--- config.mk ---
export PLATFORM = sky130hd
export DESIGN_NAME = stfs_ram
export DESIGN_NICKNAME = d
export VERILOG_FILES = /design/src/hw/rtl/stfs_ram.sv
export SDC_FILE = /design/constraint.sdc
export NUM_CORES = 1
export LEC_CHECK = 0
export BUFFER_PORTS_ARGS = -buffer_cell sky130_fd_sc_hd__buf_2
export CAP_MARGIN = 20
export CORE_MARGIN = 1
export CORE_UTILIZATION = 53
export DETAILED_ROUTE_END_ITERATION = 10
export GPL_ROUTABILITY_DRIVEN = 0
export HOLD_SLACK_MARGIN = 0.15
export PLACE_DENSITY = 0.73
export SLEW_MARGIN = 20
export SYNTH_ARGS = -nofsm -noshare
export SYNTH_HDL_FRONTEND = slang
export SYNTH_SLANG_ARGS = --single-unit
--- constraint.sdc ---
create_clock -name clk -period 1.6 [get_ports clk]
set_input_delay 0 -clock clk [delete_from_list [all_inputs] [get_ports clk]]
set_output_delay 0 -clock clk [all_outputs]
set_load 0.01 [all_outputs]
--- src/hw/rtl/stfs_ram.sv ---
// Generic simple dual-port RAM: one write port, one registered read port.
// No dependencies.
`timescale 1ns / 1ps
`default_nettype none

module stfs_ram #(
  parameter int WIDTH = 8,
  parameter int DEPTH = 16,
  localparam int AW = (DEPTH > 1) ? $clog2(DEPTH) : 1
) (
  input  wire logic             clk,
  input  wire logic             we,
  input  wire logic [AW-1:0]    waddr,
  input  wire logic [WIDTH-1:0] wdata,
  input  wire logic             re,
  input  wire logic [AW-1:0]    raddr,
  output logic      [WIDTH-1:0] rdata
);

  logic [WIDTH-1:0] mem [DEPTH];

  // Write, and registered read that holds while re is low
  always_ff @(posedge clk) begin
    if (we) begin
      mem[waddr] <= wdata;
    end
    if (re) begin
      rdata <= mem[raddr];
    end
  end

endmodule

`default_nettype wire

==> metrics, run 1 <==
outcome finished, final reports clean; final wirelength between 10,000 and 15,000 um; Placed Area 5640 um2; gr ovfl total 0; Post-CTS Setup Inserts 0; Max-slew headroom between 70% and 80%; fraction of layout cells with a size suffix above 1 29.2%; via/cell ratio 5.77; Final Power 7.95 mW; synthesized area 5230 um2; critical path required time 1.86 ns; Core Region 9420 um2; Peak VDD IR ~0.72 mV; Post-synth top cells 136 x edfxtp_1, 18 x mux4_2, 16 x a22oi_1, 14 x mux4_1, 13 x nor2_1; arrival time worst endpoint 1.78 ns; Synth area leader edfxtp_1; number of port buffers 26; row count 35; clk root buf clkbuf_8; post-synthesis sequential area ratio 78.1%; number of remaining DRC errors 0; antenna violations before repair 0; setup_tns 0 ns; NumNets Final roughly 330; Gate Count Post-Synth between 200 and 250; Post-Syn Nets 248; actual slew at the worst max-slew pin about 0.42 ns; Final setup viols 0; pins over their slew limit 0; post-synth top area share 78.1%; via count 2,587; CTS HTree Levels 4; yosys warns 0; top-count cell post-synth edfxtp_1; CTS tree done; clk_skew 0.00531 ns; FF+latch count, synth 136; Routed WL per cell 23.1 um; Pwr per Cell Area 1250 nW/um2; maximum buffer depth of the clock tree 2; Final Hold Fails 0; Synth Flop Type edfxtp_1; dominant cells by area after synthesis edfxtp_1 78%, mux4_2 7.8%, mux4_1 7.0%; number of flops mapped to enable cells by yosys 136; IO Pins 27; critical path startpoint category primary input; upper clock frequency limit between 600 and 700 MHz; die area 10,300 um2; cts bufs inserted 17; fin area roughly 6400 um2; area grow syn2layout 21.9%; Clock Latency Late Sink 0.51 ns; Antenna Nets Post-Route 0; Initial Util 55.5%; minimum clock period 1.52 ns; Die W approximately 100 um; ys async rst share 0%; Tightest Hold Check Type primary input to flip-flop; syn_area_per_cell 22.8 um2; CTS sink cnt 136; Ant. Diodes 0; LEAKAGE 2.19 nW; GRT Util Overall 23.2%; Post-CTS Hold Buffers 19; Initial DRC Count roughly 260; Pre-Repair DR Iteration Count 4; crit path kind primary input to flip-flop; clock-pin slew on the worst setup and hold paths approximately 0.05 ns; max cap viols 0; Worst Setup End Kind flip-flop; Die Ht 101 um; number of global-route vias before repair 2,662; dpl hpwl between 6000 and 7000 um; first-pass GRT wire length around 16,000 um; period utilization 94.9%; largest fanout on the critical path 8; RSZ-0062 raised after global routing false; synth unique cells 18; largest net degree at the start of global routing 33
==> worst max-delay path: stages <==
cell and delay (ns):
dlygate4sd3_1 0.52, buf_2 0.12, nor2_1 0.04, dlygate4sd3_1 0.55, buf_4 0.18, a22oi_1 0.28
nand2_1 0.08
==> report_power, final <==
| part | internal [mW] | total (mW) | switching (mW) |
|---|---|---|---|
| Sequential | 4.02 | 4.04 | 0.0198 |
| Combinational | 0.194 | 0.418 | 0.224 |
| Clock | 2.18 | 3.50 | 1.32 |
| Total | 6.38 | 7.95 | 1.57 |
==> cell type report <==
class | count | area, um2
fill | 580 | 3040
tap | 129 | 161
clock inverter | 12 | 109
timing repair buffer | 68 | 531
sequential | 136 | 4080
multi-input combinational | 83 | 1060
clock buffer | 20 | 425
==> logic make-up (layout without fill, tap and decap cells) <==
group	Yosys count	in the layout	synth area share, %
flops	136	136	78.1
simple gates	35	35	3.14
mux	32	32	14.8
compound gates	16	16	2.30
buf+inv	10	100	1.65
==> sequential cells by signal (all words and copies together) (netlist names) <==
signal  flops
rdata       8
mem       128
==> what timing repair did <==
action,in CTS,in global routing
gates resized for setup,0,1
endpoints found under the setup margin,0,1
endpoints found under the hold margin,205,13
==> metal layers <==
layer	vias up	share of wire, %	track usage (%)
met5	-	0	0
met4	0	1.8	9.59
met3	14	6.8	6.28
met2	119	49	35.4
met1	1318	43	32.2
li1	1136	-	-
==> cell usage in the layout (no fill, tap or decap), types with 2 or more instances in the layout <==
cell             n
buf_12           3
buf_4           20
clkinv_2         3
nand2b_1         2
bufinv_16        2
clkinv_1         5
nor2_1          13
clkbuf_1         3
mux4_1          14
nor3_1           4
buf_2           26
clkinvlp_4       2
dlygate4sd3_1   19
mux4_2          18
nand2_1          9
a22oi_1         15
clkbuf_16       16
edfxtp_1       136
nand3b_1         2
==> worst paths after layout <==
path / from / endpoint / slack, ns / cells past startpoint
worst max-delay path: raddr[2] / rdata[6]$_DFFE_PP_ / 0.08 / 7
worst min-delay path: waddr[3] / mem[5][2]$_DFFE_PP_ / 0.12 / 3
worst max register to register: mem[4][2]$_DFFE_PP_ / rdata[2]$_DFFE_PP_ / 0.11 / 3
worst min register to register: mem[14][4]$_DFFE_PP_ / rdata[4]$_DFFE_PP_ / 0.75 / 3
==> through the flow <==
| step | instances | setup slack, ns | hold WS, ns | utilization, % |
|---|---|---|---|---|
| 6_report | 448 | 0.0812 | 0.125 | 67.7 |
| 5_1_grt | 448 | 0.0132 | 0.129 | 67.7 |
| 4_1_cts | 448 | 0.0883 | 0.120 | 67.6 |
| 3_5_place_dp | 397 | 0.0672 | 0.369 | 59.9 |
| 3_3_place_gp | 397 | 0.0691 | 0.373 | 59.9 |
| 2_1_floorplan | 229 | 0.107 | 0.0989 | - |
Note: power is estimated with default switching activity, not from simulation.
==> inputs of run 2 (changes only) <==
--- a/config.mk
+++ b/config.mk
@@ -7,12 +7,14 @@
 export LEC_CHECK = 0
 export BUFFER_PORTS_ARGS = -buffer_cell sky130_fd_sc_hd__buf_2
 export CAP_MARGIN = 20
+export CELL_PAD_IN_SITES_DETAIL_PLACEMENT = 1
+export CELL_PAD_IN_SITES_GLOBAL_PLACEMENT = 1
 export CORE_MARGIN = 1
-export CORE_UTILIZATION = 53
+export CORE_UTILIZATION = 48
 export DETAILED_ROUTE_END_ITERATION = 10
 export GPL_ROUTABILITY_DRIVEN = 0
 export HOLD_SLACK_MARGIN = 0.15
-export PLACE_DENSITY = 0.73
+export PLACE_DENSITY_LB_ADDON = 0.1
 export SLEW_MARGIN = 20
 export SYNTH_ARGS = -nofsm -noshare
 export SYNTH_HDL_FRONTEND = slang
==> run 2 against run 1 <==
- critical path depth down 3
- worst hold slack better by 0.043 ns
- clock skew about the same
- global-route usage decreased by 1.1 points
- worst setup slack worse by 0.032 ns
- clock power grew 6.9%
- first-iteration DRC count shrank 27%
- critical endpoint is now rdata[0]$_DFFE_PP_
- highest routed layer unchanged
==> metrics, run 2 (synthesized netlist as in run 1, its figures left out) <==
outcome finished, final reports clean (unchanged); CTS tree done (unchanged); maximum buffer depth of the clock tree 2 (unchanged); upper clock frequency limit 645 MHz (was 658 MHz); Pre-Repair DR Iteration Count 4 (unchanged); Die W 106 um (was 101 um); commonest non-fill, non-tap cell in the layout edfxtp_1 (unchanged); Pwr per Cell Area 1280 nW/um2 (was 1250 nW/um2); LEAKAGE 2.20 nW (was 2.19 nW); largest fanout on the critical path 1 (was 8); actual slew at the worst max-slew pin 0.439 ns (was 0.417 ns); WHS 0.168 ns (was 0.125 ns); pins over their slew limit 0 (unchanged); Final setup viols 0 (unchanged); Routed WL per cell 24.5 um (was 23.1 um); top flop regs mem: 128 flops, rdata: 8 flops (unchanged); Initial DRC Count 186 (was 256); Peak VDD IR 0.654 mV (was 0.722 mV); critical path required time 1.83 ns (was 1.86 ns); Non-Filler Instances 454 (was 448); critical-path cell list mux4_2 > a22oi_1 > buf_4 > nand2_1 (was dlygate4sd3_1 > buf_2 > nor2_1 > dlygate4sd3_1 > buf_4 > a22oi_1 > nand2_1); gr ovfl total 0 (unchanged); number of remaining DRC errors 0 (unchanged); antenna violations before repair 0 (unchanged); Largest Register mem (unchanged); Placed Area 5690 um2 (was 5640 um2); IO Pins 27 (unchanged); Tightest Hold Check Type primary input to flip-flop (unchanged); most frequent cells in the layout 136 x edfxtp_1, 26 x buf_2, 25 x buf_4, 18 x mux4_2, 16 x clkbuf_16 (was 136 x edfxtp_1, 26 x buf_2, 20 x buf_4, 19 x dlygate4sd3_1, 18 x mux4_2); NumNets Final 324 (was 325); dpl hpwl 7210 um (was 6150 um); via/cell ratio 5.62 (was 5.77); RSZ-0062 raised after global routing false (unchanged); setup_tns 0 ns (unchanged); largest net degree at the start of global routing 18 (was 33); first-pass GRT wire length 17,000 um (was 15,700 um); fin area 6400 um2 (was 6370 um2); final wirelength 11,100 um (was 10,300 um); cts bufs inserted 17 (unchanged); crit path kind flip-flop to flip-flop (was primary input to flip-flop); flop-to-flop setup slack 0.05 ns (was 0.11 ns); FILL cells 894 (was 580); critical path startpoint category flip-flop (was primary input); Util after Layout 61.2% (was 67.7%); Cells after DPL 409 (was 397); critical path's largest stage delay 0.47 ns (was 0.55 ns); Slowest cell on crit path mux4_2 (was dlygate4sd3_1); Ant. Diodes 0 (unchanged); Post-CTS Setup Inserts 0 (unchanged); row count 37 (was 35); Worst Setup End Kind flip-flop (unchanged); GRT Util Overall 22.0% (was 23.2%); number of port buffers 26 (unchanged); Clock Latency Late Sink 0.50 ns (was 0.51 ns); Final Hold Fails 0 (unchanged); die area 11,300 um2 (was 10,300 um2); via count 2,550 (was 2,587); clk root buf clkbuf_8 (unchanged); CTS HTree Levels 4 (unchanged); Antenna Nets Post-Route 0 (unchanged); arrival time worst endpoint 1.78 ns (about the same); Die Ht 106 um (was 101 um); area grow syn2layout 22.5% (was 21.9%); period utilization 96.9% (was 94.9%); Initial Util 50.0% (was 55.5%); clock-pin slew on the worst setup and hold paths 0.06 ns (was 0.05 ns); fraction of layout cells with a size suffix above 1 32.4% (was 29.2%); minimum clock period 1.55 ns (was 1.52 ns); number of global-route vias before repair 2,854 (was 2,662); Core Region 10,500 um2 (was 9420 um2); clk_skew 0.00484 ns (was 0.00531 ns); max cap viols 0 (unchanged); Largest register FFs 128 (unchanged); CTS sink cnt 136 (unchanged); Max-slew headroom 70.7% (was 72.1%)
-- run 2: cell count changes in the layout (fill, tap and decap cells not counted), moves of 2 or more --
| cell | delta |
|---|---|
| dlygate4sd3_1 | -6 |
| clkbuf_1 | -3 |
| buf_4 | +5 |
| clkinv_4 | +2 |
-- run 2: worst paths after layout --
| check | start | endpoint | cells past startpoint |
|---|---|---|---|
| max | mem[11][0]$_DFFE_PP_ | rdata[0]$_DFFE_PP_ | 4 |
| min | waddr[3] | mem[1][0]$_DFFE_PP_ | 4 |
| max reg2reg | mem[11][0]$_DFFE_PP_ | rdata[0]$_DFFE_PP_ | 4 |
| min reg2reg | mem[8][7]$_DFFE_PP_ | rdata[7]$_DFFE_PP_ | 3 |
-- run 2: metrics by stage --
step           setup WS (ns)  total power [mW]
2_1_floorplan          0.107              4.31
3_3_place_gp         -0.0645              4.50
3_5_place_dp          -0.135              4.52
4_1_cts               0.0179              8.27
5_1_grt               0.0190              8.44
6_report              0.0493              8.21
-- run 2: critical path: cells and delay by family, from the launching register on --
kind | cells | cell delay [ns]
AND/OR/NAND/NOR | 1 | 0.09
flip-flops | 1 | 0.38
multiplexers | 1 | 0.47
AO/OA/AOI/OAI | 1 | 0.20
buffers and inverters | 1 | 0.15
-- run 2: power breakdown --
part / internal (mW) / switching [mW] / total (mW)
combinational: 0.196 / 0.239 / 0.434
sequential: 4.01 / 0.0197 / 4.03
clock: 2.34 / 1.40 / 3.74
-- run 2: routing by layer --
metal | vias up | GRT usage [%] | wire length (um)
met1 | 1335 | 28.1 | 4610
met5 | - | 0 | 0
met3 | 11 | 4.60 | 487
li1 | 1134 | - | -
met4 | 0 | 7.44 | 161
met2 | 70 | 37.7 | 5860
-- run 2: repair_timing --
action	CTS	global route
endpoints found under the setup margin	0	9
gates resized for setup	0	2
endpoints found under the hold margin	179	0
hold buffers	13	0
-- run 2: cell type report --
type / instances / area (um2) / share of cell area (%)
Clock inverter: 15 / 160 / 2.50
Tap cell: 136 / 170 / 2.66
Multi-Input combinational cell: 83 / 1070 / 16.7
Timing Repair Buffer: 67 / 508 / 7.93
Clock buffer: 17 / 414 / 6.47
Sequential cell: 136 / 4080 / 63.8
==> inputs of run 3 (changes only) <==
--- a/config.mk
+++ b/config.mk
@@ -5,12 +5,14 @@
 export SDC_FILE = /design/constraint.sdc
 export NUM_CORES = 1
 export LEC_CHECK = 0
+export ABC_AREA = 1
 export BUFFER_PORTS_ARGS = -buffer_cell sky130_fd_sc_hd__buf_2
 export CAP_MARGIN = 20
 export CELL_PAD_IN_SITES_DETAIL_PLACEMENT = 1
 export CELL_PAD_IN_SITES_GLOBAL_PLACEMENT = 1
 export CORE_MARGIN = 1
-export CORE_UTILIZATION = 48
+export CORE_UTILIZATION = 44
+export CTS_BUF_LIST = sky130_fd_sc_hd__clkbuf_4 sky130_fd_sc_hd__clkbuf_8 sky130_fd_sc_hd__clkbuf_16
 export DETAILED_ROUTE_END_ITERATION = 10
 export GPL_ROUTABILITY_DRIVEN = 0
 export HOLD_SLACK_MARGIN = 0.15
==> run 3 against run 2 <==
- sequential share of layout area shrank 4.6 points
- critical path type is now primary input to flip-flop
- first-iteration DRC count up 41%
- register-to-register slack better by 0.40 ns
- maximum frequency rose by 30%
- critical path depth is 3 higher
==> metrics, run 3 <==
Initial DRC Count 262 (was 186); top flop regs mem: 128 flops, rdata: 8 flops (unchanged); Initial Util 45.8% (was 50.0%); IO Pins 27 (unchanged); minimum clock period 1.19 ns (was 1.55 ns); number of port buffers 26 (unchanged); CTS tree done (unchanged); dominant cells by area after synthesis edfxtp_1 70%, nand2_1 11%, nand3_1 8.3% (was edfxtp_1 78%, mux4_2 7.8%, mux4_1 7.0%); Post-Syn Nets 570 (was 248); Util after Layout 54.1% (was 61.2%); dpl hpwl 9500 um (was 7210 um); CTS HTree Levels 4 (unchanged); Pwr per Cell Area 1220 nW/um2 (was 1280 nW/um2); Core Region 12,800 um2 (was 10,500 um2); Max-slew headroom 57.3% (was 70.7%); largest net degree at the start of global routing 40 (was 18); Worst Setup End Kind flip-flop (unchanged); commonest non-fill, non-tap cell in the layout nand2_1 (was edfxtp_1); kind of cell adding the most delay to the critical path buffers and inverters (was multiplexers); clk_skew 0.00987 ns (was 0.00484 ns); Pre-Repair DR Iteration Count 4 (unchanged); Largest register FFs 128 (unchanged); multi-input logic area 1210 um2 (was 1070 um2); critical path's largest stage delay 0.53 ns (was 0.47 ns); outcome finished, final reports clean (unchanged); Placed Area 6220 um2 (was 5690 um2); Post-synth top cells 173 x nand2_1, 136 x edfxtp_1, 100 x inv_1, 97 x nand3_1, 17 x nor2_1 (was 136 x edfxtp_1, 18 x mux4_2, 16 x a22oi_1, 14 x mux4_1, 13 x nor2_1); actual slew at the worst max-slew pin 0.640 ns (was 0.439 ns); Die W 117 um (was 106 um); fin area 6900 um2 (was 6400 um2); NumNets Final 626 (was 324); number of flops mapped to enable cells by yosys 136 (unchanged); via/cell ratio 4.99 (was 5.62); number of global-route vias before repair 4,078 (was 2,854); RSZ-0062 raised after global routing false (unchanged); arrival time worst endpoint 1.35 ns (was 1.78 ns); antenna violations before repair 0 (unchanged); Reg power frac 48.2% (was 49.1%); FF+latch count, synth 136 (unchanged); most frequent cells in the layout 173 x nand2_1, 136 x edfxtp_1, 100 x inv_1, 97 x nand3_1, 26 x buf_2 (was 136 x edfxtp_1, 26 x buf_2, 25 x buf_4, 18 x mux4_2, 16 x clkbuf_16); via count 3,953 (was 2,550); die area 13,800 um2 (was 11,300 um2); switching power 1.78 mW (was 1.65 mW); Buf+Inv Stages, Crit Path 4 (was 1); Largest Register mem (unchanged); most used cell, CP nand3_1; Internal 6.61 mW (was 6.55 mW); Peak VDD IR 0.727 mV (was 0.654 mV); critical-path cell list dlygate4sd3_1 > buf_2 > inv_1 > buf_4 > nand3_1 > nand3_1 > nand2_1 (was mux4_2 > a22oi_1 > buf_4 > nand2_1); FF+latch area 4080 um2 (unchanged); cts bufs inserted 17 (unchanged); yosys warns 0 (unchanged); crit path kind primary input to flip-flop (was flip-flop to flip-flop); synthesized area 5850 um2 (was 5230 um2); Switching Fraction 21.2% (was 20.2%); Synth area leader edfxtp_1 (unchanged); Final Hold Fails 0 (unchanged); FILL cells 1,394 (was 894); Routed WL per cell 18.9 um (was 24.5 um); post-synth top area share 69.8% (was 78.1%); Ant. Diodes 0 (unchanged); first-pass GRT wire length 23,100 um (was 17,000 um); clock-pin slew on the worst setup and hold paths 0.06 ns (about the same); max cap viols 0 (unchanged); Die Ht 117 um (was 106 um); ys async rst share 0% (unchanged); top-count cell post-synth nand2_1 (was edfxtp_1); Clock Latency Late Sink 0.42 ns (was 0.50 ns); Final WS setup 0.408 ns (was 0.0493 ns); synth unique cells 11 (was 18); critical path required time 1.76 ns (was 1.83 ns); upper clock frequency limit 839 MHz (was 645 MHz); worst slack at placement 0.233 ns (was -0.135 ns); Slowest cell on crit path dlygate4sd3_1 (was mux4_2); flop-to-flop setup slack 0.45 ns (was 0.05 ns); post-synthesis sequential area ratio 69.8% (was 78.1%); critical path startpoint category primary input (was flip-flop); largest fanout on the critical path 8 (was 1); combinational power share 6.3% (was 5.3%); CTS sink cnt 136 (unchanged); Tightest Hold Check Type primary input to flip-flop (unchanged); clock network fraction of design power 45.5% (was 45.6%); maximum buffer depth of the clock tree 2 (unchanged); Antenna Nets Post-Route 0 (unchanged); LEAKAGE 2.99 nW (was 2.20 nW); gr ovfl total 0 (unchanged); clk root buf clkbuf_16 (was clkbuf_8); Gate Count Post-Synth 551 (was 229); GRT Util Overall 24.3% (was 22.0%); setup_tns 0 ns (unchanged); syn_area_per_cell 10.6 um2 (was 22.8 um2); row count 41 (was 37); area grow syn2layout 18.1% (was 22.5%); Final setup viols 0 (unchanged); Synth Flop Type edfxtp_1 (unchanged); number of remaining DRC errors 0 (unchanged); final wirelength 15,000 um (was 11,100 um); fraction of layout cells with a size suffix above 1 12.6% (was 32.4%); pins over their slew limit 0 (unchanged); period utilization 74.5% (was 96.9%)
## run 3: worst paths after layout
kind	start	to	cells after the start
worst max-delay path	raddr[2]	rdata[1]$_DFFE_PP_	7
worst min-delay path	we	mem[2][7]$_DFFE_PP_	4
worst max register to register	mem[1][5]$_DFFE_PP_	rdata[5]$_DFFE_PP_	6
worst min register to register	mem[12][5]$_DFFE_PP_	rdata[5]$_DFFE_PP_	6
## run 3: kinds of logic after synthesis
group                  count (synthesis)  share of synthesized area [%]
buffers and inverters                126                           9.39
DFF                                  136                           69.8
and+or+nand+nor                      289                           20.8
## run 3: area by class of cell
class / instances / area share (%)
sequential: 136 / 59.2
tap: 172 / 3.12
inverter: 102 / 5.55
clock buffer: 19 / 6.38
multi-input combinational: 289 / 17.6
timing repair buffer: 61 / 6.27
clock inverter: 13 / 1.96
## run 3: power by group through the flow
stage,logic (mW),clock network (mW),registers [mW]
after floorplan,0.281,0,4.11
after global placement,0.502,0,4.11
after detailed placement,0.514,0,4.11
after CTS,0.538,3.89,4.04
after global routing,0.590,4.01,4.05
final,0.531,3.82,4.04
## run 3: worst register-to-register path, cell delays in order (launching register included)
cell	delay, ns
edfxtp_1	0.37
inv_1	0.08
nand2_1	0.05
nand3_1	0.10
nand3_1	0.14
nand3_1	0.13
nand2_1	0.06
## run 3: through the flow
step                instances  hold WS [ns]  power, mW
floorplan                 551        0.0989       4.40
global placement          749         0.374       4.61
detailed placement        749         0.370       4.63
CTS                       792         0.210       8.47
global route              792         0.262       8.65
finish                    792         0.222       8.39
## run 3: repair_timing
item,CTS,global route
hold endpoints to repair,144,0
setup buffers,0,0
hold buffers,11,0
resized for setup,0,0
## run 3: metal layers
| metal | GRT usage [%] | part of all wire (%) | vias up |
|---|---|---|---|
| met3 | 5.51 | 3.8 | 12 |
| met4 | 7.09 | 1.0 | 0 |
| met5 | 0 | 0 | - |
| met1 | 32.1 | 45 | 1959 |
| met2 | 40.2 | 50 | 88 |
| li1 | - | - | 1894 |
